**src/wbt_pkg.sv**
```systemverilog
`timescale 1ns / 1ps
// ----------------------------------------------------------------------------
// wbt_pkg
// Shared types, constants and helpers of the waypoint blend trajectory core.
// ----------------------------------------------------------------------------
package wbt_pkg;

	localparam int MAX_POINTS_DEF = 8;
	localparam logic [16:0] ONE_Q16 = 17'd65536;

	localparam logic [3:0]  COUNT_RST = 4'd5;
	localparam logic [14:0] HW_RST    = 15'd655;
	localparam logic [15:0] SCALE_RST = 16'd3277;

	localparam logic [1:0] REG_COUNT = 2'd0;
	localparam logic [1:0] REG_HW    = 2'd1;
	localparam logic [1:0] REG_SCALE = 2'd2;

	localparam logic KIND_LOAD = 1'b0;
	localparam logic KIND_TICK = 1'b1;

	// One waypoint as held in the table memory.
	typedef struct packed {
		logic [16:0]        t;
		logic signed [31:0] h;
		logic signed [31:0] y;
		logic signed [31:0] x;
	} wbt_entry_t;

	// Request to the shared multiply-divide unit: trunc(a * b / c).
	typedef struct packed {
		logic               start;
		logic signed [33:0] a;
		logic signed [34:0] b;
		logic signed [17:0] c;
	} wbt_mdreq_t;

	function automatic logic signed [31:0] field_sel(input wbt_entry_t e, input logic [1:0] f);
		logic signed [31:0] v;
		case (f)
			2'd0:    v = e.x;
			2'd1:    v = e.y;
			default: v = e.h;
		endcase
		return v;
	endfunction

endpackage

```
**src/wbt_mem.sv**
```systemverilog
`timescale 1ns / 1ps
// ----------------------------------------------------------------------------
// wbt_mem
// Waypoint table: one write port, one read port with registered read data.
// ----------------------------------------------------------------------------
module wbt_mem import wbt_pkg::*; #(
	parameter int MAX_POINTS = MAX_POINTS_DEF,
	parameter int AW = (MAX_POINTS > 1) ? $clog2(MAX_POINTS) : 1
) (
	input  logic          clk,
	input  logic          we,
	input  logic [AW-1:0] waddr,
	input  wbt_entry_t    wdata,
	input  logic [AW-1:0] raddr,
	output wbt_entry_t    rdata
);

	wbt_entry_t mem [MAX_POINTS];

	always_ff @(posedge clk) begin
		if (we) begin
			mem[waddr] <= wdata;
		end
		rdata <= mem[raddr];
	end

endmodule

```
**src/wbt_muldiv.sv**
```systemverilog
`timescale 1ns / 1ps
// ----------------------------------------------------------------------------
// wbt_muldiv
// Sequential signed trunc(a * b / c): shift-add multiply, then restoring
// division, one bit per cycle. The divisor must be non-zero.
// ----------------------------------------------------------------------------
module wbt_muldiv import wbt_pkg::*; (
	input  logic               clk,
	input  logic               arst_n,
	input  wbt_mdreq_t         req,
	output logic               done,
	output logic signed [68:0] q
);

	localparam logic [1:0] ST_IDLE = 2'd0;
	localparam logic [1:0] ST_MUL  = 2'd1;
	localparam logic [1:0] ST_DIV  = 2'd2;
	localparam logic [1:0] ST_DONE = 2'd3;

	logic [1:0]  st_q;
	logic [6:0]  cnt_q;
	logic [67:0] mcand_q;
	logic [34:0] mplier_q;
	logic [67:0] prod_q;
	logic [17:0] dv_q;
	logic [17:0] rem_q;
	logic        neg_q;

	logic [33:0] abs_a;
	logic [34:0] abs_b;
	logic [17:0] abs_c;
	logic [18:0] trial;
	logic        ge;

	assign abs_a = req.a[33] ? 34'(-req.a) : 34'(req.a);
	assign abs_b = req.b[34] ? 35'(-req.b) : 35'(req.b);
	assign abs_c = req.c[17] ? 18'(-req.c) : 18'(req.c);
	assign trial = {rem_q, prod_q[67]};
	assign ge    = trial >= {1'b0, dv_q};

	assign done = (st_q == ST_DONE);
	assign q    = neg_q ? -$signed({1'b0, prod_q}) : $signed({1'b0, prod_q});

	always_ff @(posedge clk or negedge arst_n) begin
		if (!arst_n) begin
			st_q  <= ST_IDLE;
			cnt_q <= '0;
		end else begin
			unique case (st_q)
				ST_IDLE: begin
					if (req.start) begin
						st_q  <= ST_MUL;
						cnt_q <= '0;
					end
				end
				ST_MUL: begin
					cnt_q <= cnt_q + 7'd1;
					if (cnt_q == 7'd34) begin
						st_q  <= ST_DIV;
						cnt_q <= '0;
					end
				end
				ST_DIV: begin
					cnt_q <= cnt_q + 7'd1;
					if (cnt_q == 7'd67) begin
						st_q <= ST_DONE;
					end
				end
				default: st_q <= ST_IDLE;
			endcase
		end
	end

	always_ff @(posedge clk) begin
		if (st_q == ST_IDLE && req.start) begin
			mcand_q  <= {34'd0, abs_a};
			mplier_q <= abs_b;
			prod_q   <= '0;
			dv_q     <= abs_c;
			rem_q    <= '0;
			neg_q    <= req.a[33] ^ req.b[34] ^ req.c[17];
		end else if (st_q == ST_MUL) begin
			if (mplier_q[0]) begin
				prod_q <= prod_q + mcand_q;
			end
			mcand_q  <= {mcand_q[66:0], 1'b0};
			mplier_q <= {1'b0, mplier_q[34:1]};
		end else if (st_q == ST_DIV) begin
			prod_q <= {prod_q[66:0], ge};
			rem_q  <= ge ? 18'(trial - {1'b0, dv_q}) : trial[17:0];
		end
	end

endmodule

```
**src/waypoint_blend_trajectory_core.sv**
```systemverilog
`timescale 1ns / 1ps
// ----------------------------------------------------------------------------
// waypoint_blend_trajectory_core
// Trajectory through waypoints: straight segments with parabolic blends.
// ----------------------------------------------------------------------------
// Usage: items arrive on the s_ stream. tuser carries the kind: a load writes
// one waypoint into the table memory, rewinds progress to zero and turns
// recording on; it produces no result. A tick advances progress by the
// scaled elapsed time and produces at most one pose on the m_ stream.
// Registers are written over the cfg channel, which is always ready; write
// them only while the core is idle.
// Flow: a load is taken in the idle state. A tick is taken, searches the
// waypoints one by one, fetches three entries, then runs each quotient term
// through one shared sequential multiply-divide unit, with a step per field
// and one to hand over the pose. A straight segment costs three terms and a
// blend ten; a term over a zero time span is skipped, and a tick that finds
// no segment ends after its search. A tick after the end reads the last
// waypoint and hands it over as the pose. The pose waits in an output
// register; the next item is taken while it waits, but a further pose stalls
// until the receiver has taken the earlier one.
// Reset: progress is cleared, recording set, registers take their defaults.
// The table has no reset and must be loaded before it is used.
// ----------------------------------------------------------------------------
module waypoint_blend_trajectory_core import wbt_pkg::*; #(
	parameter int MAX_POINTS = MAX_POINTS_DEF
) (
	input  logic         clk,
	input  logic         arst_n,
	input  logic         s_tvalid,
	output logic         s_tready,
	// slot[2:0], point_x[34:3], point_y[66:35], point_heading[98:67],
	// point_time[115:99], elapsed[131:116], zero fill [135:132]
	input  logic [135:0] s_tdata,
	// kind[0]
	input  logic         s_tuser,
	output logic         m_tvalid,
	input  logic         m_tready,
	// x_pos[31:0], y_pos[63:32], heading[95:64]
	output logic [95:0]  m_tdata,
	// in_blend[0], finished[1], recorded[2]
	output logic [2:0]   m_tuser,
	input  logic         cfg_valid,
	output logic         cfg_ready,
	input  logic [1:0]   cfg_index,
	input  logic [15:0]  cfg_data
);

	localparam int AW = (MAX_POINTS > 1) ? $clog2(MAX_POINTS) : 1;
	localparam int CW = $clog2(MAX_POINTS + 1);

	localparam logic [3:0] ST_IDLE   = 4'd0;
	localparam logic [3:0] ST_SRCH_A = 4'd1;
	localparam logic [3:0] ST_SRCH_B = 4'd2;
	localparam logic [3:0] ST_F0     = 4'd3;
	localparam logic [3:0] ST_F1     = 4'd4;
	localparam logic [3:0] ST_F2     = 4'd5;
	localparam logic [3:0] ST_F3     = 4'd6;
	localparam logic [3:0] ST_RSQ    = 4'd7;
	localparam logic [3:0] ST_RSQ_W  = 4'd8;
	localparam logic [3:0] ST_TERM   = 4'd9;
	localparam logic [3:0] ST_TERM_W = 4'd10;
	localparam logic [3:0] ST_FIELD  = 4'd11;
	localparam logic [3:0] ST_FIN_A  = 4'd12;
	localparam logic [3:0] ST_FIN_B  = 4'd13;
	localparam logic [3:0] ST_EMIT   = 4'd14;

	// Configuration registers.
	logic [3:0]  count_q;
	logic [14:0] hw_q;
	logic [15:0] scale_q;

	// Control state.
	logic [3:0]    st_q;
	logic [16:0]   prog_q;
	logic          rec_q;
	logic [CW-1:0] idx_q;
	logic          blend_q;
	logic [1:0]    fld_q;
	logic [1:0]    term_q;

	// Working data.
	wbt_entry_t         e0_q, e1_q, e2_q;
	logic [32:0]        r_q;
	logic signed [71:0] acc_q;
	logic signed [31:0] res_q [3];
	logic               fin_q;
	logic               recout_q;

	// Output register.
	logic        ovalid_q;
	logic [95:0] odata_q;
	logic [2:0]  ouser_q;

	// Table memory ports.
	logic          mem_we;
	logic [AW-1:0] mem_raddr;
	wbt_entry_t    mem_wdata, mem_rdata;

	wbt_mdreq_t         md_req;
	logic               md_done;
	logic signed [68:0] md_q;

	logic [CW-1:0]      n_c;
	logic [31:0]        scaled;
	logic [17:0]        prog_sum;
	logic [16:0]        prog_new;
	logic               accept;
	logic [18:0]        hw_ext, prog_ext, ti_ext;
	logic signed [18:0] tau, u_val, s1, s2, pt0;
	logic signed [31:0] fv0, fv1, fv2;
	logic signed [32:0] d1, d2;
	logic               t_en, t_sub;
	logic               out_free;

	assign s_tready  = (st_q == ST_IDLE);
	assign accept    = s_tvalid && s_tready;
	assign cfg_ready = 1'b1;
	assign m_tvalid  = ovalid_q;
	assign m_tdata   = odata_q;
	assign m_tuser   = ouser_q;
	assign out_free  = !ovalid_q || m_tready;

	// Register writes; an index beyond the list is ignored.
	always_ff @(posedge clk or negedge arst_n) begin
		if (!arst_n) begin
			count_q <= COUNT_RST;
			hw_q    <= HW_RST;
			scale_q <= SCALE_RST;
		end else if (cfg_valid) begin
			unique case (cfg_index)
				REG_COUNT: count_q <= cfg_data[3:0];
				REG_HW:    hw_q    <= cfg_data[14:0];
				REG_SCALE: scale_q <= cfg_data;
				default: ;
			endcase
		end
	end

	// Count of waypoints in use, clamped to 2..MAX_POINTS.
	always_comb begin
		if (32'(count_q) > MAX_POINTS) begin
			n_c = CW'(MAX_POINTS);
		end else if (count_q < 4'd2) begin
			n_c = CW'(2);
		end else begin
			n_c = CW'(count_q);
		end
	end

	// Progress advance for a tick while the end has not been reached.
	assign scaled   = scale_q * s_tdata[131:116];
	assign prog_sum = {1'b0, prog_q} + {2'b00, scaled[31:16]};
	assign prog_new = (prog_sum > {1'b0, ONE_Q16}) ? ONE_Q16 : prog_sum[16:0];

	// Load items go straight into the table.
	assign mem_we    = accept && (s_tuser == KIND_LOAD) && (32'(s_tdata[2:0]) < MAX_POINTS);
	assign mem_wdata = {s_tdata[115:99], s_tdata[98:67], s_tdata[66:35], s_tdata[34:3]};

	always_comb begin
		unique case (st_q)
			ST_F0:    mem_raddr = AW'(idx_q - CW'(1));
			ST_F1:    mem_raddr = AW'(idx_q);
			ST_F2:    mem_raddr = AW'(idx_q + CW'(1));
			ST_FIN_A: mem_raddr = AW'(n_c - CW'(1));
			default:  mem_raddr = AW'(idx_q);
		endcase
	end

	wbt_mem #(.MAX_POINTS(MAX_POINTS), .AW(AW)) u_mem (
		.clk   (clk),
		.we    (mem_we),
		.waddr (AW'(s_tdata[2:0])),
		.wdata (mem_wdata),
		.raddr (mem_raddr),
		.rdata (mem_rdata)
	);

	// Times in a common 19-bit signed frame.
	assign hw_ext   = {4'd0, hw_q};
	assign prog_ext = {2'd0, prog_q};
	assign ti_ext   = {2'd0, mem_rdata.t};
	assign tau      = $signed(prog_ext) - $signed({2'd0, e1_q.t});
	assign u_val    = tau + $signed(hw_ext);
	assign pt0      = $signed(prog_ext) - $signed({2'd0, e0_q.t});
	assign s1       = $signed({2'd0, e1_q.t}) - $signed({2'd0, e0_q.t});
	assign s2       = $signed({2'd0, e2_q.t}) - $signed({2'd0, e1_q.t});

	assign fv0 = field_sel(e0_q, fld_q);
	assign fv1 = field_sel(e1_q, fld_q);
	assign fv2 = field_sel(e2_q, fld_q);
	assign d1  = $signed({fv1[31], fv1}) - $signed({fv0[31], fv0});
	assign d2  = $signed({fv2[31], fv2}) - $signed({fv1[31], fv1});

	// Operands of the current quotient term. The first term is the straight
	// segment (or the slope term of a blend), the other two the blend terms.
	always_comb begin
		md_req.start = 1'b0;
		md_req.a     = 34'(d1);
		md_req.b     = blend_q ? 35'(tau) : 35'(pt0);
		md_req.c     = 18'(s1);
		t_sub        = 1'b0;
		t_en         = (s1 != 19'sd0);
		if (st_q == ST_RSQ) begin
			md_req.a = 34'(u_val);
			md_req.b = 35'(u_val);
			md_req.c = {1'b0, (hw_q == 15'd0) ? 15'd1 : hw_q, 2'b00};
		end else begin
			case (term_q)
				2'd1: begin
					md_req.b = $signed({2'b00, r_q});
					t_sub    = 1'b1;
				end
				2'd2: begin
					md_req.a = 34'(d2);
					md_req.b = $signed({2'b00, r_q});
					md_req.c = 18'(s2);
					t_en     = (s2 != 19'sd0);
				end
				default: ;
			endcase
		end
		md_req.start = (st_q == ST_RSQ) || (st_q == ST_TERM && t_en);
	end

	wbt_muldiv u_md (
		.clk    (clk),
		.arst_n (arst_n),
		.req    (md_req),
		.done   (md_done),
		.q      (md_q)
	);

	always_ff @(posedge clk or negedge arst_n) begin
		if (!arst_n) begin
			st_q     <= ST_IDLE;
			prog_q   <= '0;
			rec_q    <= 1'b1;
			idx_q    <= '0;
			blend_q  <= 1'b0;
			fld_q    <= '0;
			term_q   <= '0;
		end else begin
			unique case (st_q)
				ST_IDLE: begin
					if (accept) begin
						if (s_tuser == KIND_LOAD) begin
							prog_q <= '0;
							rec_q  <= 1'b1;
						end else if (prog_q >= ONE_Q16) begin
							blend_q <= 1'b0;
							st_q    <= ST_FIN_A;
						end else begin
							prog_q <= prog_new;
							idx_q  <= CW'(1);
							st_q   <= ST_SRCH_A;
						end
					end
				end
				ST_SRCH_A: st_q <= ST_SRCH_B;
				ST_SRCH_B: begin
					if (ti_ext + hw_ext < prog_ext) begin
						if (idx_q + CW'(1) >= n_c) begin
							st_q <= ST_IDLE;
						end else begin
							idx_q <= idx_q + CW'(1);
							st_q  <= ST_SRCH_A;
						end
					end else begin
						blend_q <= !((idx_q == n_c - CW'(1)) || (ti_ext >= prog_ext + hw_ext));
						st_q    <= ST_F0;
					end
				end
				ST_F0: st_q <= ST_F1;
				ST_F1: st_q <= ST_F2;
				ST_F2: st_q <= ST_F3;
				ST_F3: begin
					fld_q  <= '0;
					term_q <= '0;
					st_q   <= blend_q ? ST_RSQ : ST_TERM;
				end
				ST_RSQ: st_q <= ST_RSQ_W;
				ST_RSQ_W: begin
					if (md_done) begin
						st_q <= ST_TERM;
					end
				end
				ST_TERM: begin
					if (t_en) begin
						st_q <= ST_TERM_W;
					end else if (!blend_q || term_q == 2'd2) begin
						st_q <= ST_FIELD;
					end else begin
						term_q <= term_q + 2'd1;
					end
				end
				ST_TERM_W: begin
					if (md_done) begin
						if (!blend_q || term_q == 2'd2) begin
							st_q <= ST_FIELD;
						end else begin
							term_q <= term_q + 2'd1;
							st_q   <= ST_TERM;
						end
					end
				end
				ST_FIELD: begin
					term_q <= '0;
					if (fld_q == 2'd2) begin
						st_q <= ST_EMIT;
					end else begin
						fld_q <= fld_q + 2'd1;
						st_q  <= ST_TERM;
					end
				end
				ST_FIN_A: st_q <= ST_FIN_B;
				ST_FIN_B: begin
					rec_q <= 1'b0;
					st_q  <= ST_EMIT;
				end
				ST_EMIT: begin
					if (out_free) begin
						st_q <= ST_IDLE;
					end
				end
				default: st_q <= ST_IDLE;
			endcase
		end
	end

	// The output register is loaded when a pose is handed over and cleared
	// once the receiver has taken it.
	always_ff @(posedge clk or negedge arst_n) begin
		if (!arst_n) begin
			ovalid_q <= 1'b0;
		end else if (st_q == ST_EMIT && out_free) begin
			ovalid_q <= 1'b1;
		end else if (m_tready) begin
			ovalid_q <= 1'b0;
		end
	end

	// Datapath registers.
	always_ff @(posedge clk) begin
		if (st_q == ST_F1) e0_q <= mem_rdata;
		if (st_q == ST_F2) e1_q <= mem_rdata;
		if (st_q == ST_F3) e2_q <= mem_rdata;
		if (st_q == ST_RSQ_W && md_done) r_q <= md_q[32:0];
		// Accumulator starts each field at the segment's base point.
		if (st_q == ST_F3) begin
			acc_q <= 72'(blend_q ? e1_q.x : e0_q.x);
		end else if (st_q == ST_FIELD && fld_q != 2'd2) begin
			acc_q <= 72'(blend_q ? field_sel(e1_q, fld_q + 2'd1)
			                     : field_sel(e0_q, fld_q + 2'd1));
		end else if (st_q == ST_TERM_W && md_done) begin
			acc_q <= t_sub ? acc_q - 72'(md_q) : acc_q + 72'(md_q);
		end
		if (st_q == ST_FIELD) begin
			if (acc_q > 72'sd2147483647) begin
				res_q[fld_q] <= 32'sh7FFFFFFF;
			end else if (acc_q < -72'sd2147483648) begin
				res_q[fld_q] <= 32'sh80000000;
			end else begin
				res_q[fld_q] <= acc_q[31:0];
			end
			fin_q    <= (prog_q == ONE_Q16);
			recout_q <= rec_q;
		end
		if (st_q == ST_FIN_B) begin
			res_q[0] <= mem_rdata.x;
			res_q[1] <= mem_rdata.y;
			res_q[2] <= mem_rdata.h;
			fin_q    <= 1'b1;
			recout_q <= rec_q;
		end
		if (st_q == ST_EMIT && out_free) begin
			odata_q <= {res_q[2], res_q[1], res_q[0]};
			ouser_q <= {recout_q, fin_q, blend_q};
		end
	end

endmodule
```
**config.mk**
```make
export PLATFORM = sky130hd
export DESIGN_NAME = waypoint_blend_trajectory_core
export DESIGN_NICKNAME = d
export VERILOG_FILES = /design/src/wbt_pkg.sv /design/src/wbt_mem.sv /design/src/wbt_muldiv.sv /design/src/waypoint_blend_trajectory_core.sv
export SDC_FILE = /design/constraint.sdc
export NUM_CORES = 2
export LEC_CHECK = 0
export ABC_CLOCK_PERIOD_IN_PS = 15500
export BUFFER_PORTS_ARGS = -buffer_cell sky130_fd_sc_hd__buf_2
export CORE_ASPECT_RATIO = 0.9
export CORE_MARGIN = 10
export CORE_UTILIZATION = 50
export CTS_CLUSTER_SIZE = 30
export DETAILED_ROUTE_END_ITERATION = 10
export GPL_TIMING_DRIVEN = 0
export PLACE_DENSITY = 0.74
export SETUP_SLACK_MARGIN = 0.1
export SLEW_MARGIN = 30
export SYNTH_ARGS = -nofsm -noshare
export SYNTH_HDL_FRONTEND = slang
export SYNTH_SLANG_ARGS = --single-unit
```
**constraint.sdc**
```tcl
create_clock -name clk -period 15.5 [get_ports clk]
set_clock_uncertainty 0.1 [all_clocks]
set_input_delay 0 -clock clk [delete_from_list [all_inputs] [get_ports clk]]
set_output_delay 0 -clock clk [all_outputs]
set_load 0.01 [all_outputs]
```
# Word level (Yosys, flattened, before mapping)
# Memory sizes are Yosys's and may differ from the RTL's. A register that Yosys moved wholly into a read port is not among the register bits.
# Index checks and enable logic that the tools add are counted.
# totals
register_bits	733
ramBits	1000
inputBits	160
output_inout_bits	102
word_cells	283
n_memories	2
# classes
n_addsub	24
mul	1
magnitude_cmp	10
eq_ne	48
n_mux	104
n_bitwise	6
n_reduce_logical	50
# mem_list
memory	depth	word_bits	rd	rd_clocked_by_memory_dff	write_ports	line	text
u_mem.mem	8	113	1	1	1	wbt_mem.sv:18	wbt_entry_t mem [MAX_POINTS];
res_q	3	32	3	3	3	waypoint_blend_trajectory_core.sv:85	logic signed [31:0] res_q [3];
# ops
operator	n
$mux W72	6
$pmux W32 S2	5
$mux W68	3
$mux W35	5
$mux W34	4
$mux W32	3
$mux W87	1
$add A72 B69 Y72	1
$gt A72 B32 Y1 const B	1
$lt A72 B32 Y1 const B	1
$sub A17 B17 Y18	4
$sub A72 B69 Y72	1
$mux W69	1
$neg A68 Y69	1
$add A68 B68 Y68	1
$mux W17	4
$mux W4	17
$sub A32 B32 Y33	2
$pmux W4 S15	1
$reduce_bool A19 Y1	2
$add A17 B15 Y18	2
$mux W18	2
$neg A35 Y35	1
$neg A34 Y34	1
other kinds (59)	173

# Depth between registers and ports, before layout
# logic_depth
word_depth	9
depth_mapped	37
ltp_nobuf	35

# Modules after synthesis
# A second synthesis with hierarchy kept.
# unflattened
hier_cells	8731
area_unflattened_um2	106607.2
# by_module_without_submodules
module	n_inst	cells_per_inst	area_each_um2	seq_area_each_um2
waypoint_blend_trajectory_core	1	5270	53334.9	20935.1
wbt_mem	1	1432	36602.6	29408.2
wbt_muldiv	1	2029	16669.7	5270.1

# Worst setup path before layout
# Ideal clock, no wire load.
# synth_path
path_type	register -> register
start	reg st_q[0]
end	mem u_mem.mem[0][0] (netlist name) (enable)
setup_ns	0.875
arrival_time_ns	12.481
required_ns	14.525
path_slack_ns	2.044
stages_incl_launch_ff	7
path_buffers	2
synth_period_minus_slack_ns	13.456
path_cell_list	dfrtp_1 buf_2 clkbuf_1 nor4_1 nand2_1 or2_2 nor4_1
# synth_via
elab_chain_cells	5
# synth_lines
element	line	text
from (decl)	waypoint_blend_trajectory_core.sv:73	logic [3:0] st_q;
from (signal assigned)	waypoint_blend_trajectory_core.sv:279	st_q <= blend_q ? ST_RSQ : ST_TERM;
$logic_not A4 Y1	waypoint_blend_trajectory_core.sv:115	assign s_tready = (st_q == ST_IDLE);
named net s_tready	waypoint_blend_trajectory_core.sv:30	output logic s_tready,
$logic_and A1 B1 Y1	waypoint_blend_trajectory_core.sv:116	assign accept = s_tvalid && s_tready;
$logic_and A1 B1 Y1	waypoint_blend_trajectory_core.sv:156	assign mem_we = accept && (s_tuser == KIND_LOAD) && (32'(s_tdata[2:0]) < MAX_POINTS);
$mux W1	wbt_mem.sv:21	if (we) begin
$mux W1 (not written as such)	wbt_mem.sv:22	mem[waddr] <= wdata;
to (decl)	wbt_mem.sv:18	
# The timed path passes the listed nets, and every way through them passes these cells.

# Worst setup path in the final report
# layout_path
start	reg scale_q[6]
end	reg prog_q[10]
# layout_via
elab_chain_cells	6
# layout_lines
element	line	text
from (decl)	waypoint_blend_trajectory_core.sv:70	logic [15:0] scale_q;
from (signal assigned)	waypoint_blend_trajectory_core.sv:133	REG_SCALE: scale_q <= cfg_data;
$mul A16 B16 Y32 *	waypoint_blend_trajectory_core.sv:151	assign scaled = scale_q * s_tdata[131:116];
$add A17 B16 Y18 *	waypoint_blend_trajectory_core.sv:152	assign prog_sum = {1'b0, prog_q} + {2'b00, scaled[31:16]};
$gt A18 B17 Y1	waypoint_blend_trajectory_core.sv:153	assign prog_new = (prog_sum > {1'b0, ONE_Q16}) ? ONE_Q16 : prog_sum[16:0];
$mux W17 *	waypoint_blend_trajectory_core.sv:153	
$mux W17 *	waypoint_blend_trajectory_core.sv:249	end else if (prog_q >= ONE_Q16) begin
$mux W17 *	waypoint_blend_trajectory_core.sv:246	if (s_tuser == KIND_LOAD) begin
to (signal assigned)	waypoint_blend_trajectory_core.sv:253	prog_q <= prog_new;
to (decl)	waypoint_blend_trajectory_core.sv:74	logic [16:0] prog_q;
# Every way passes the cells marked *; elsewhere a longest branch is shown, timed or not. The select of a mux whose other input is x is not followed.
# A chain may end at the register's enable or synchronous reset.

==> flow_summary.yaml <==
outcome:
  status: "finished, final reports clean"
logic_synthesis:
  netlist-cell-type-count: 110
  synthMuxAreaShare: 0.0641
  ys_top_cells_by_area: "edfxtp_1 (45%), ha_1 (5.8%), dfxtp_1 (4.3%), fa_1 (3.8%), mux2i_1 (3.2%)"
  synth.largest_area_cell: "edfxtp_1"
  synth-xor-area-share: 0.0375
  synth_top_family_by_area: "compound AO/OA/AOI/OAI gates"
  synth_area_um2: 109000
  ys_seq_area_frac: 0.512
  synth_nets: 10500
  syn_inst: 9654
  synth_compound_area_frac: 0.152
  syn_area_per_cell_um2: 11.3
  postSynth.asyncResetShare: 0.0391
  synthAdderAreaFrac: 0.0962
  synth.top_cell.area_share: 0.451
  synth_seq_cells: 1942
  yosys_warnings: 0
  yosys.area_share.simple: 0.103
  synth-edff-count: 1632
  synth_ff_type: "edfxtp_1"
cts:
  clkLatencyLatePin_ns: 0.91
  numCtsBuffers: 189
  cts-htree-levels: 4
  cts_max_path_buffers: 3
  cts_sinks: 1942
  cts_tree: "done"
  clk_pin_slew_ns: 0.05
  postCtsSetupBuffers: 0
  clock-root-buffer: "clkbuf_16"
place:
  port_buffers: 256
  globalplace.congestion: 1.01
  dpl.hpwl_mm: 289
  place_ws_ns: 4.26
grt:
  grtUsageTotal: 0.312
  grt_max_degree: 52
  grt_antenna_before_repair: 40
  gr-total-overflow: 0
  grt_pass1_vias: 82600
  grt_pass1_wl_mm: 557
floorplanning:
  core-area_um2: 216000
  initial_utilization: 0.502
  fp.dieH_um: 462
  die_w_um: 511
  rows: 162
  fp.dieArea_um2: 236000
  io_pins: 262
routing:
  viasPerCell: 6.32
  dr.pass1.iters: 8
  drt_wl_total_mm: 383
  drc: 0
  routed-via-count: 86000
  antenna_left: 0
  drt-initial-drc-count: 11700
  wl_per_cell_um: 28.1
sta:
  rsz0062_at_grt: "no"
  fmax_ghz: 0.0881
  hold_viol: 0
  tightest_slew_ns: 1.14
  timing.final.crit_period_ns: 11.35
  slew_headroom: 0.237
  worst_slack_ns: 4.15
  maxSlewViolCount: 0
  hold_slack_ns: 0.0387
  setup_violations: 0
  min_period_over_period: 0.732
layout:
  final_common_cell: "edfxtp_1"
  syn_to_final_growth_pct: 15.0
  final_cell_mix: "edfxtp_1 (1632), nand2_1 (812), a21oi_1 (652)"
  final_util: 0.578
  layout-drive-gt1-share: 0.112
  fin_nets: 11400
worst_setup_path:
  timing_worst_setup_path_type: "register to register"
  crit_fanout: 10
  r2r_slack_ns: 4.15
  cpMostUsedCell: "fa_1"
  rr_startpoint: "scale_q[6]"
  max_stage_delay_ns: 0.70
  cp.required_ns: 16.15
  arrival_ns: 12.00
  timing.rr.end: "prog_q[10]"
  crit_path_end: "prog_q[10]"
  crit_path_top_delay_cell: "xor2_1"
  worstSetupStartpoint: "scale_q[6]"
  cp-end-kind: "register"
  reg2reg_depth: 34
  critPathLaunchType: "register"
flow_run:
  maxCapViolCount: 0
hold_path:
  worst_hold_path_type: "primary input to register"
## cells in the mapped netlist (all sizes together), types with 17 or more instances
| master | instances |
|---|---|
| nor4 | 52 |
| dfxtp | 234 |
| nand2b | 77 |
| fa | 206 |
| nand4 | 78 |
| a22o | 98 |
| a211oi | 103 |
| o31a | 17 |
| nor2 | 593 |
| or2 | 26 |
| a21oi | 653 |
| a2111oi | 22 |
| or3 | 53 |
| a22oi | 52 |
| mux2i | 344 |
| nor3 | 151 |
| o41ai | 28 |
| o31ai | 53 |
| buf | 91 |
| a221oi | 82 |
| nor2b | 65 |
| o21ai | 539 |
| mux2 | 301 |
| a21o | 210 |
| a21boi | 18 |
| and4 | 17 |
| and3 | 47 |
| nand3 | 137 |
| a31oi | 71 |
| edfxtp | 1632 |
| clkbuf | 421 |
| dfrtp | 60 |
| inv | 505 |
| and2 | 151 |
| o21bai | 57 |
| xnor2 | 269 |
| ha | 506 |
| o2111ai | 17 |
| xor2 | 196 |
| o21a | 170 |
| nand2 | 816 |
| a41oi | 20 |
| o211ai | 159 |
## logic make-up after synthesis
logic type / Yosys count
xor+xnor: 465
simple gates: 2342
buf+inv: 1017
mux: 651
fa+ha+maj: 712
other cells: 2
flops: 1942
compound gates: 2523
## per-stage QoR
step,cell area (um2),setup TNS [ns],instances
5_1_grt,125000,0,13600
3_5_place_dp,116000,0,13000
2_1_floorplan,109000,0,9654
4_1_cts,125000,0,13600
3_3_place_gp,114000,-2410.82,12800
6_report,125000,0,13600
## critical path, delay by kind of cell (launching register included)
family	cells	cell delay, ns
compound gates	14	3.29
xor+xnor	1	0.70
fa+ha+maj	8	3.86
buf+inv	7	1.24
flops	1	0.64
simple gates	4	1.38
## registers in the layout, summed over array words and instances, names as in the netlist, 7 cells and up
signal,flops
prog_q,17
u_md.mcand_q,68
acc_q,72
u_md.mplier_q,35
e2_q,113
scale_q,16
u_md.cnt_q,7
u_md.dv_q,18
e1_q,113
m_tdata,96
res_q,96
e0_q,113
u_mem.rdata,113
r_q,33
hw_q,15
u_mem.mem,904
u_md.prod_q,68
u_md.rem_q,18
## layout make-up
class	instances	area, um2
Antenna cell	26	65.1
Sequential cell	1942	55600
Multi-Input combinational cell	6695	49400
Clock buffer	238	5070
Tap cell	2870	3590
Buffer	512	2000
Inverter	505	1900
Timing Repair Buffer	700	5940
Fill cell	17600	91500
Clock inverter	116	1460
## worst min path at each step
stage / cells past startpoint / from / end / slack (ns)
floorplan: 0 / arst_n / blend_q / -0.40
global placement: 1 / s_tdata[105] / u_mem.mem[5][102] / 0.16
detailed placement: 1 / arst_n / hw_q[14] / -0.18
CTS: 3 / cfg_data[12] / scale_q[12] / 0.001
global route: 3 / cfg_data[12] / scale_q[12] / 0.009
finish: 3 / cfg_data[12] / scale_q[12] / 0.04
## routing by layer
layer  track usage  share of wire
met1         0.425           0.40
met2         0.480           0.44
met5             0        0.00042
met4         0.145          0.055
met3        0.0656           0.11
## what timing repair did
action                                 4_1_cts  5_1_grt
hold buffers                               270        0
endpoints found under the hold margin     1285        0
gates resized for setup                      0        0
Power is left out: the tool's default activity adds up to more than one toggle a clock period on the data nets, which glitch-free logic cannot reach.
